<file path="config.mk">
export PLATFORM = sky130hd
export DESIGN_NAME = motorized_knob_detent_snap
export DESIGN_NICKNAME = d
export VERILOG_FILES = /design/src/hdl/mkds_pkg.sv /design/src/hdl/motorized_knob_detent_snap.sv
export SDC_FILE = /design/constraint.sdc
export NUM_CORES = 1
export LEC_CHECK = 0
export ABC_AREA = 1
export BUFFER_PORTS_ARGS = -buffer_cell sky130_fd_sc_hd__buf_2
export CORE_MARGIN = 5
export CORE_UTILIZATION = 55
export DETAILED_ROUTE_END_ITERATION = 6
export PLACE_DENSITY = 0.75
export SLEW_MARGIN = 20
export SYNTH_ARGS = -nofsm -noshare
export SYNTH_HDL_FRONTEND = slang
export SYNTH_SLANG_ARGS = --single-unit
</file>
<file path="constraint.sdc">
create_clock -name clk -period 13.6 [get_ports clk]
set_input_delay 2.72 -clock clk [delete_from_list [all_inputs] [get_ports clk]]
set_output_delay 2.72 -clock clk [all_outputs]
set_load 0.02 [all_outputs]
</file>
<file path="src/hdl/mkds_pkg.sv">
// Shared types and constants for the motorized knob detent snap controller.
package mkds_pkg;

    localparam int PosW     = 11;
    localparam int IdW      = 16;
    localparam int LevelW   = 3;
    localparam int ModeW    = 2;
    localparam int NDetents = 5;
    localparam int CfgDataW = 32;
    localparam int CfgAddrW = 5;
    localparam int CfgIdxW  = 3;

    // controller modes
    localparam logic [ModeW-1:0] MODE_UNKNOWN   = 2'd0;
    localparam logic [ModeW-1:0] MODE_RESETTING = 2'd1;
    localparam logic [ModeW-1:0] MODE_ACCEPTING = 2'd2;

    // register indexes (byte address / 4)
    localparam logic [CfgIdxW-1:0] REG_DETENT_0  = 3'd0;
    localparam logic [CfgIdxW-1:0] REG_DETENT_1  = 3'd1;
    localparam logic [CfgIdxW-1:0] REG_DETENT_2  = 3'd2;
    localparam logic [CfgIdxW-1:0] REG_DETENT_3  = 3'd3;
    localparam logic [CfgIdxW-1:0] REG_DETENT_4  = 3'd4;
    localparam logic [CfgIdxW-1:0] REG_RESET_TOL = 3'd5;
    localparam logic [CfgIdxW-1:0] REG_SNAP_TOL  = 3'd6;

    // reset values
    localparam logic [PosW-1:0] DETENT_0_RST  = 11'd0;
    localparam logic [PosW-1:0] DETENT_1_RST  = 11'd400;
    localparam logic [PosW-1:0] DETENT_2_RST  = 11'd800;
    localparam logic [PosW-1:0] DETENT_3_RST  = 11'd1200;
    localparam logic [PosW-1:0] DETENT_4_RST  = 11'd1600;
    localparam logic [PosW-1:0] RESET_TOL_RST = 11'd3;
    localparam logic [PosW-1:0] SNAP_TOL_RST  = 11'd33;

    typedef struct packed {
        logic [PosW-1:0]   knob_sample;
        logic [IdW-1:0]    vehicle_id;
        logic [LevelW-1:0] vehicle_level;
    } in_word_t;

    typedef struct packed {
        logic              drive_on;
        logic              drive_ccw;
        logic              report_valid;
        logic [LevelW-1:0] report_level;
        logic [ModeW-1:0]  mode_now;
    } out_word_t;

endpackage

</file>
<file path="src/hdl/motorized_knob_detent_snap.sv">
// Top level of the motorized knob detent snap controller.
//
// The block takes one knob sample word per cycle, each tagged with the selected
// vehicle's id and stored level, and returns exactly one result word for each:
// motor drive enable and direction, a detent report and the mode after the
// sample. A sample goes into an input register, the mode decision, the nearest
// detent search over the four midpoints and the tolerance compares are done in
// one short combinational pass, and the result lands in an output register, so
// a word passes through both registers in turn and a new word can be
// accepted every cycle while the output side keeps up. The mode and the last
// vehicle id advance as each word moves from the input register to the output
// register, so back-to-back words see each other's state exactly in order. A
// stall on the result side holds the output register and backs up into the
// input register; the sample side stalls only when both are full. Detent
// positions and the two tolerances sit in APB registers at byte addresses
// 0x00..0x18 (detent 0..4, reset tolerance, snap tolerance); write them only
// while no word is in flight.
module motorized_knob_detent_snap (
    input  logic                            clk,
    input  logic                            rst_n,
    // sample channel
    input  logic                            sample_valid,
    output logic                            sample_stall,
    input  mkds_pkg::in_word_t              sample,
    // result channel
    output logic                            result_valid,
    input  logic                            result_stall,
    output mkds_pkg::out_word_t             result,
    // configuration port
    input  logic                            psel,
    input  logic                            penable,
    input  logic                            pwrite,
    input  logic [mkds_pkg::CfgAddrW-1:0]   paddr,
    input  logic [mkds_pkg::CfgDataW-1:0]   pwdata,
    output logic [mkds_pkg::CfgDataW-1:0]   prdata,
    output logic                            pready
);

    localparam int PosW = mkds_pkg::PosW;

    // ------------------------------------------------------------------
    // Configuration registers
    // ------------------------------------------------------------------
    logic [mkds_pkg::NDetents-1:0][PosW-1:0] detent_reg;
    logic [PosW-1:0]                         reset_tol_reg;
    logic [PosW-1:0]                         snap_tol_reg;
    logic [mkds_pkg::CfgIdxW-1:0]            cfg_idx;
    logic                                    cfg_wr;
    logic [PosW-1:0]                         cfg_val;

    assign pready  = 1'b1;
    assign cfg_idx = paddr[mkds_pkg::CfgAddrW-1:2];
    assign cfg_wr  = psel && penable && pwrite;
    assign cfg_val = pwdata[PosW-1:0];

    always_ff @(posedge clk or negedge rst_n)
    begin
        if (!rst_n)
        begin
            detent_reg[0] <= mkds_pkg::DETENT_0_RST;
            detent_reg[1] <= mkds_pkg::DETENT_1_RST;
            detent_reg[2] <= mkds_pkg::DETENT_2_RST;
            detent_reg[3] <= mkds_pkg::DETENT_3_RST;
            detent_reg[4] <= mkds_pkg::DETENT_4_RST;
            reset_tol_reg <= mkds_pkg::RESET_TOL_RST;
            snap_tol_reg  <= mkds_pkg::SNAP_TOL_RST;
        end
        else if (cfg_wr)
        begin
            case (cfg_idx)
                mkds_pkg::REG_DETENT_0:  detent_reg[0] <= cfg_val;
                mkds_pkg::REG_DETENT_1:  detent_reg[1] <= cfg_val;
                mkds_pkg::REG_DETENT_2:  detent_reg[2] <= cfg_val;
                mkds_pkg::REG_DETENT_3:  detent_reg[3] <= cfg_val;
                mkds_pkg::REG_DETENT_4:  detent_reg[4] <= cfg_val;
                mkds_pkg::REG_RESET_TOL: reset_tol_reg <= cfg_val;
                mkds_pkg::REG_SNAP_TOL:  snap_tol_reg  <= cfg_val;
                default:                 ;  // drop writes beyond the map
            endcase
        end
    end

    // Read back; unmapped addresses return zero.
    always_comb
    begin
        prdata = '0;
        case (cfg_idx)
            mkds_pkg::REG_DETENT_0:  prdata[PosW-1:0] = detent_reg[0];
            mkds_pkg::REG_DETENT_1:  prdata[PosW-1:0] = detent_reg[1];
            mkds_pkg::REG_DETENT_2:  prdata[PosW-1:0] = detent_reg[2];
            mkds_pkg::REG_DETENT_3:  prdata[PosW-1:0] = detent_reg[3];
            mkds_pkg::REG_DETENT_4:  prdata[PosW-1:0] = detent_reg[4];
            mkds_pkg::REG_RESET_TOL: prdata[PosW-1:0] = reset_tol_reg;
            mkds_pkg::REG_SNAP_TOL:  prdata[PosW-1:0] = snap_tol_reg;
            default:                 prdata = '0;
        endcase
    end

    // ------------------------------------------------------------------
    // Pipeline control: input register -> decision logic -> output register
    // ------------------------------------------------------------------
    logic                 in_valid_reg;
    mkds_pkg::in_word_t   in_reg;
    logic                 out_valid_reg;
    mkds_pkg::out_word_t  out_reg;
    mkds_pkg::out_word_t  out_next;
    logic                 advance;
    logic                 take;

    // Advance the input register into the output register when the latter
    // is empty or being drained this cycle.
    assign advance      = in_valid_reg && (!out_valid_reg || !result_stall);
    assign sample_stall = in_valid_reg && !advance;
    assign take         = sample_valid && !sample_stall;

    assign result_valid = out_valid_reg;
    assign result       = out_reg;

    always_ff @(posedge clk or negedge rst_n)
    begin
        if (!rst_n)
        begin
            in_valid_reg  <= 1'b0;
            out_valid_reg <= 1'b0;
        end
        else
        begin
            if (take)
                in_valid_reg <= 1'b1;
            else if (advance)
                in_valid_reg <= 1'b0;

            if (advance)
                out_valid_reg <= 1'b1;
            else if (!result_stall)
                out_valid_reg <= 1'b0;
        end
    end

    always_ff @(posedge clk)
    begin
        if (take)
            in_reg <= sample;
        if (advance)
            out_reg <= out_next;
    end

    // ------------------------------------------------------------------
    // Controller state: mode and last seen vehicle
    // ------------------------------------------------------------------
    logic [mkds_pkg::ModeW-1:0] mode_reg;
    logic [mkds_pkg::ModeW-1:0] mode_next;
    logic [mkds_pkg::IdW-1:0]   known_vehicle_reg;

    always_ff @(posedge clk or negedge rst_n)
    begin
        if (!rst_n)
        begin
            mode_reg          <= mkds_pkg::MODE_UNKNOWN;
            known_vehicle_reg <= '0;
        end
        else if (advance)
        begin
            mode_reg          <= mode_next;
            known_vehicle_reg <= in_reg.vehicle_id;
        end
    end

    // ------------------------------------------------------------------
    // Decision logic for the word in the input register
    // ------------------------------------------------------------------
    logic [mkds_pkg::ModeW-1:0]       mode_cur;
    logic [PosW-1:0]                  target;
    logic [PosW-1:0]                  reset_dist;
    logic [PosW:0]                    twice_sample;
    logic [3:0][PosW:0]               mid_sum;
    logic [mkds_pkg::LevelW-1:0]      nearest;
    logic [PosW-1:0]                  near_pos;
    logic [PosW-1:0]                  snap_dist;
    logic [PosW-1:0]                  knob;

    assign knob = in_reg.knob_sample;

    // A new vehicle id forces a return to its stored detent.
    assign mode_cur = (in_reg.vehicle_id != known_vehicle_reg) ? mkds_pkg::MODE_RESETTING
                                                              : mode_reg;

    // Out-of-range levels target position zero.
    always_comb
    begin
        if (in_reg.vehicle_level < mkds_pkg::LevelW'(mkds_pkg::NDetents))
            target = detent_reg[in_reg.vehicle_level];
        else
            target = '0;
    end

    assign reset_dist = (knob > target) ? (knob - target) : (target - knob);

    // Midpoint search: first k with 2*sample < pos[k] + pos[k+1] wins,
    // ties on a midpoint go to the higher detent.
    assign twice_sample = {knob, 1'b0};

    always_comb
    begin
        for (int k = 0; k < 4; k++)
            mid_sum[k] = {1'b0, detent_reg[k]} + {1'b0, detent_reg[k+1]};
        nearest = mkds_pkg::LevelW'(mkds_pkg::NDetents - 1);
        for (int k = 3; k >= 0; k--)
        begin
            if (twice_sample < mid_sum[k])
                nearest = mkds_pkg::LevelW'(k);
        end
    end

    assign near_pos  = detent_reg[nearest];
    assign snap_dist = (knob > near_pos) ? (knob - near_pos) : (near_pos - knob);

    always_comb
    begin
        out_next  = '0;
        mode_next = mode_cur;
        case (mode_cur)
            mkds_pkg::MODE_RESETTING:
            begin
                if (reset_dist < reset_tol_reg)
                    mode_next = mkds_pkg::MODE_ACCEPTING;  // arrived, stop quietly
                else
                begin
                    out_next.drive_on  = 1'b1;
                    out_next.drive_ccw = (knob > target);
                end
            end
            mkds_pkg::MODE_ACCEPTING:
            begin
                if (snap_dist < snap_tol_reg)
                begin
                    out_next.report_valid = 1'b1;
                    out_next.report_level = nearest;
                end
                else
                begin
                    out_next.drive_on  = 1'b1;
                    out_next.drive_ccw = (knob > near_pos);
                end
            end
            default:
                ;  // unknown mode: hold motor stopped, no report
        endcase
        out_next.mode_now = mode_next;
    end

    // ------------------------------------------------------------------
    // Assertions
    // ------------------------------------------------------------------
    a_stopped_no_dir: assert property (@(posedge clk) disable iff (!rst_n)
        (result_valid && !result.drive_on) |-> !result.drive_ccw)
        else $error("direction set while motor stopped");

    a_report_only_accepting: assert property (@(posedge clk) disable iff (!rst_n)
        (result_valid && result.report_valid) |->
            (result.mode_now == mkds_pkg::MODE_ACCEPTING) && !result.drive_on)
        else $error("report outside accepting mode or while driving");

    a_report_level_range: assert property (@(posedge clk) disable iff (!rst_n)
        (result_valid && result.report_valid) |->
            (result.report_level < mkds_pkg::LevelW'(mkds_pkg::NDetents)))
        else $error("reported level out of range");

    a_new_vehicle_leaves_unknown: assert property (@(posedge clk) disable iff (!rst_n)
        (advance && (in_reg.vehicle_id != known_vehicle_reg)) |=>
            (mode_reg != mkds_pkg::MODE_UNKNOWN))
        else $error("vehicle change did not leave unknown mode");

    a_state_matches_result: assert property (@(posedge clk) disable iff (!rst_n)
        advance |=> (result.mode_now == mode_reg))
        else $error("result mode disagrees with controller state");

endmodule

</file>
==> impl_metrics.py <==
metrics = {
    "cells_and_area": {
        "largest_reg_flops": 55,
        "drive_above_1_share_pct": 8.984,
        "antennaDiodeCount": 0,
        "fillers": 2038,
        "final_nets": 2013,
        "areaGrowthSynthToFinish_pct": 8.156,
    },
    "global_routing": {
        "grt_max_degree": 80,
        "grt_overflow": 0,
        "grtUsageMet1_pct": 43.22,
        "busiest_layer": "met2",
        "use_met3_pct": 6.338,
        "grt_pass1_vias": 11210,
        "antenna_found_initial": 1,
        "grt_use_total_pct": 30.27,
        "globalRouteMet2Util_pct": 45.17,
        "grt_first_pass_wirelength_um": 61350,
    },
    "cts": {
        "cts_sinks": 135,
        "postCtsSetupBuffers": 0,
        "cts_root_buf": "clkbuf_16",
        "clk_pin_slew_ns": 0.08,
        "htree_levels": 4,
        "postCtsHoldBufs": 0,
        "clk_latency_ns": 0.43,
        "cts_buffers": 17,
        "cts_buffer_depth": 2,
        "cts_resized": 0,
        "cts_tree": "yes",
    },
    "die": {
        "core-area_um2": 22500,
        "die_y_um": 160.9,
        "rows": 55,
        "initial_core_util_pct": 55.63,
        "io_pins": 117,
        "die_width_um": 160.9,
        "die_area_um2": 25880,
    },
    "setup_path": {
        "cp_slowest_stage_delay_ns": 0.78,
        "path_class": "reg2reg",
        "critPathMaxFanout": 25,
        "cp_slowest_cell": "nor2_1",
        "cp-end-kind": "flop",
        "critical_path.startpoint": "detent_reg[35]$_DFFE_PN0P_",
        "start_kind": "flop",
        "r2r_setup_slack_ns": 5.64,
        "cp_common_cell": "nand2_1",
        "timing.rr.start": "detent_reg[35]$_DFFE_PN0P_",
        "worstPathArrival_ns": 8.10,
        "crit_buf_inv": 4,
        "worst_ep_required_time_ns": 13.74,
        "cp_top_family": "simple AND/OR/NAND/NOR gates",
    },
    "synthesis": {
        "yosys-top-cells-count": "nand2_1 (487), inv_1 (211), ha_1 (152)",
        "syn-cell-area_um2": 12520,
        "ys_warn_count": 0,
        "synthDistinctLibCells": 48,
        "synth_top_area_cell": "dfrtp_1",
        "synth_cells": 1738,
        "async_reset_ff_share_pct": 71.85,
        "avgSynthCellArea_um2": 7.203,
        "ys_seq_area_share_pct": 28.68,
        "ys.flop_type": "dfrtp_1",
        "yosysMostFrequentCell": "nand2_1",
        "synth_top_area_share_pct": 15.99,
        "ys_ff_latch": 135,
        "synth_edf_count": 38,
        "ys_top_cells_by_area": "dfrtp_1 (16%), ha_1 (15%), nand2_1 (15%)",
    },
    "timing": {
        "layout_min_cycle_time_ns": 7.960,
        "tightest_slew_ns": 0.9856,
        "setup_ws_ns": 5.640,
        "relSlewSlack_pct": 34.29,
        "hold_viol": 0,
        "maxSlewViolCount": 0,
        "final-setup-viol-count": 0,
        "rsz0062_at_grt": "false",
        "finalSetupTns_ns": 0,
        "skew_ns": 0.01199,
        "period_share_pct": 58.53,
        "fmax_mhz": 125.6,
    },
    "routing": {
        "dr.pass1.iters": 7,
        "vias": 12070,
        "routedWlPerCell_um": 19.20,
        "drt_wl_total_um": 39870,
        "route.detailed.drc": 70,
        "antenna_left": 0,
        "viasPerCell": 5.810,
        "drtIter0Drc": 1419,
    },
    "hold_path": {
        "hold_path.startpoint": "in_reg[15]$_DFFE_PP_",
        "hp-class": "reg2reg",
    },
    "run": {
        "drv_cap": 0,
    },
    "place": {
        "dp_hpwl_um": 28890,
        "io_buffers": 71,
        "place.gp.congestion": 1.009,
        "place_ws_ns": 5.893,
    },
    "run_status": {
        "status": "finished, violations left",
        "failed_checks": "DRC",
    },
    "power_and_ir_drop": {
        "vdd_drop_max_mv": 0.1112,
        "leakagePower_uw": 0.007035,
        "power-per-cell-area_nw_per_um2": 232.2,
    },
}
==> worst min-delay path: stages (launching register included) <==
cell and delay, ns:
edfxtp_1 0.36, nand2_1 0.06, nand2_1 0.05
==> layer usage <==
layer,part of all wire [%],up-vias
met3,11,113
met5,0.050,-
met4,4.1,2
li1,-,5757
met1,43,5517
met2,42,679
==> area by class of cell <==
| cell class | instances | area (um2) | share of cell area, % |
|---|---|---|---|
| clock buffers | 17 | 425.4 | 3.142 |
| clock inverters | 15 | 181.4 | 1.340 |
| inverters | 220 | 825.8 | 6.099 |
| multi-input cells | 1327 | 7742 | 57.19 |
| flip-flops and latches | 135 | 3590 | 26.51 |
| well taps | 285 | 356.6 | 2.634 |
| repair buffers | 78 | 417.9 | 3.087 |
==> placed cells by master (no fill, tap or decap), drive strengths merged <==
cell type | Yosys | routed
o21ai | 135 | 135
dfstp | 17 | 17
o22ai | 12 | 12
a221oi | 4 | 4
buf | 46 | 78
a21o | 11 | 11
nor4 | 5 | 5
xnor2 | 31 | 31
inv | 217 | 224
conb | 2 | 22
nand4 | 13 | 13
dfrtp | 80 | 80
a32oi | 1 | 1
nand3b | 2 | 2
o2111ai | 11 | 11
a211oi | 6 | 6
edfxtp | 38 | 38
a21oi | 114 | 114
xor2 | 49 | 49
clkinvlp | 0 | 1
or2 | 7 | 7
nand3 | 81 | 81
fa | 8 | 8
nor2 | 105 | 105
o21a | 3 | 3
o31ai | 3 | 3
a22oi | 15 | 15
clkbuf | 30 | 17
nor3 | 17 | 17
o211ai | 4 | 4
ha | 152 | 152
and2 | 3 | 3
nand2 | 500 | 500
o21bai | 6 | 6
a31oi | 7 | 7
clkinv | 3 | 9
bufinv | 0 | 1
==> power by group <==
| part | internal [uW] | switching (uW) | total, uW | leakage [uW] |
|---|---|---|---|---|
| logic | 701 | 1320 | 2020 | 0.00523 |
| registers | 505 | 136 | 641 | 0.00151 |
| clock network | 264 | 224 | 487 | 0.000293 |
==> logic make-up (layout without fill, tap and decap cells) <==
| kind of cell | count (synthesis) | in the layout | synth area share, % |
|---|---|---|---|
| compound gates | 332 | 332 | 15.06 |
| xor+xnor | 80 | 80 | 5.597 |
| fa+ha+maj | 160 | 160 | 16.47 |
| buf+inv | 296 | 330 | 10.13 |
| flops | 135 | 135 | 28.68 |
| other cells | 2 | 22 | 0.05999 |
| simple gates | 733 | 733 | 24.00 |
==> through the flow <==
stage | instances | instance area [um2] | power, uW | util, % | hold slack [ns]
floorplan | 1758 | 12590 | 2099 | - | 0.4512
global placement | 2044 | 12910 | 2536 | 57.37 | 0.4672
detailed placement | 2044 | 12910 | 2589 | 57.38 | 0.4801
CTS | 2076 | 13520 | 3089 | 60.08 | 0.4988
global route | 2077 | 13540 | 3403 | 60.17 | 0.5258
finish | 2077 | 13540 | 3144 | 60.17 | 0.4985
==> worst paths after layout <==
kind / cells after the start / to
worst max-delay path: 39 / result[4]$_SDFFCE_PN0P_
worst max register to register: 39 / result[4]$_SDFFCE_PN0P_
max in group asynchronous: 2 / detent_reg[1]$_DFFE_PN0P_
worst min register to register: 2 / known_vehicle_reg[12]$_DFFE_PN0P_
min in group asynchronous: 1 / known_vehicle_reg[12]$_DFFE_PN0P_
worst min-delay path: 2 / known_vehicle_reg[12]$_DFFE_PN0P_
Note: power is estimated with default switching activity, not from simulation.
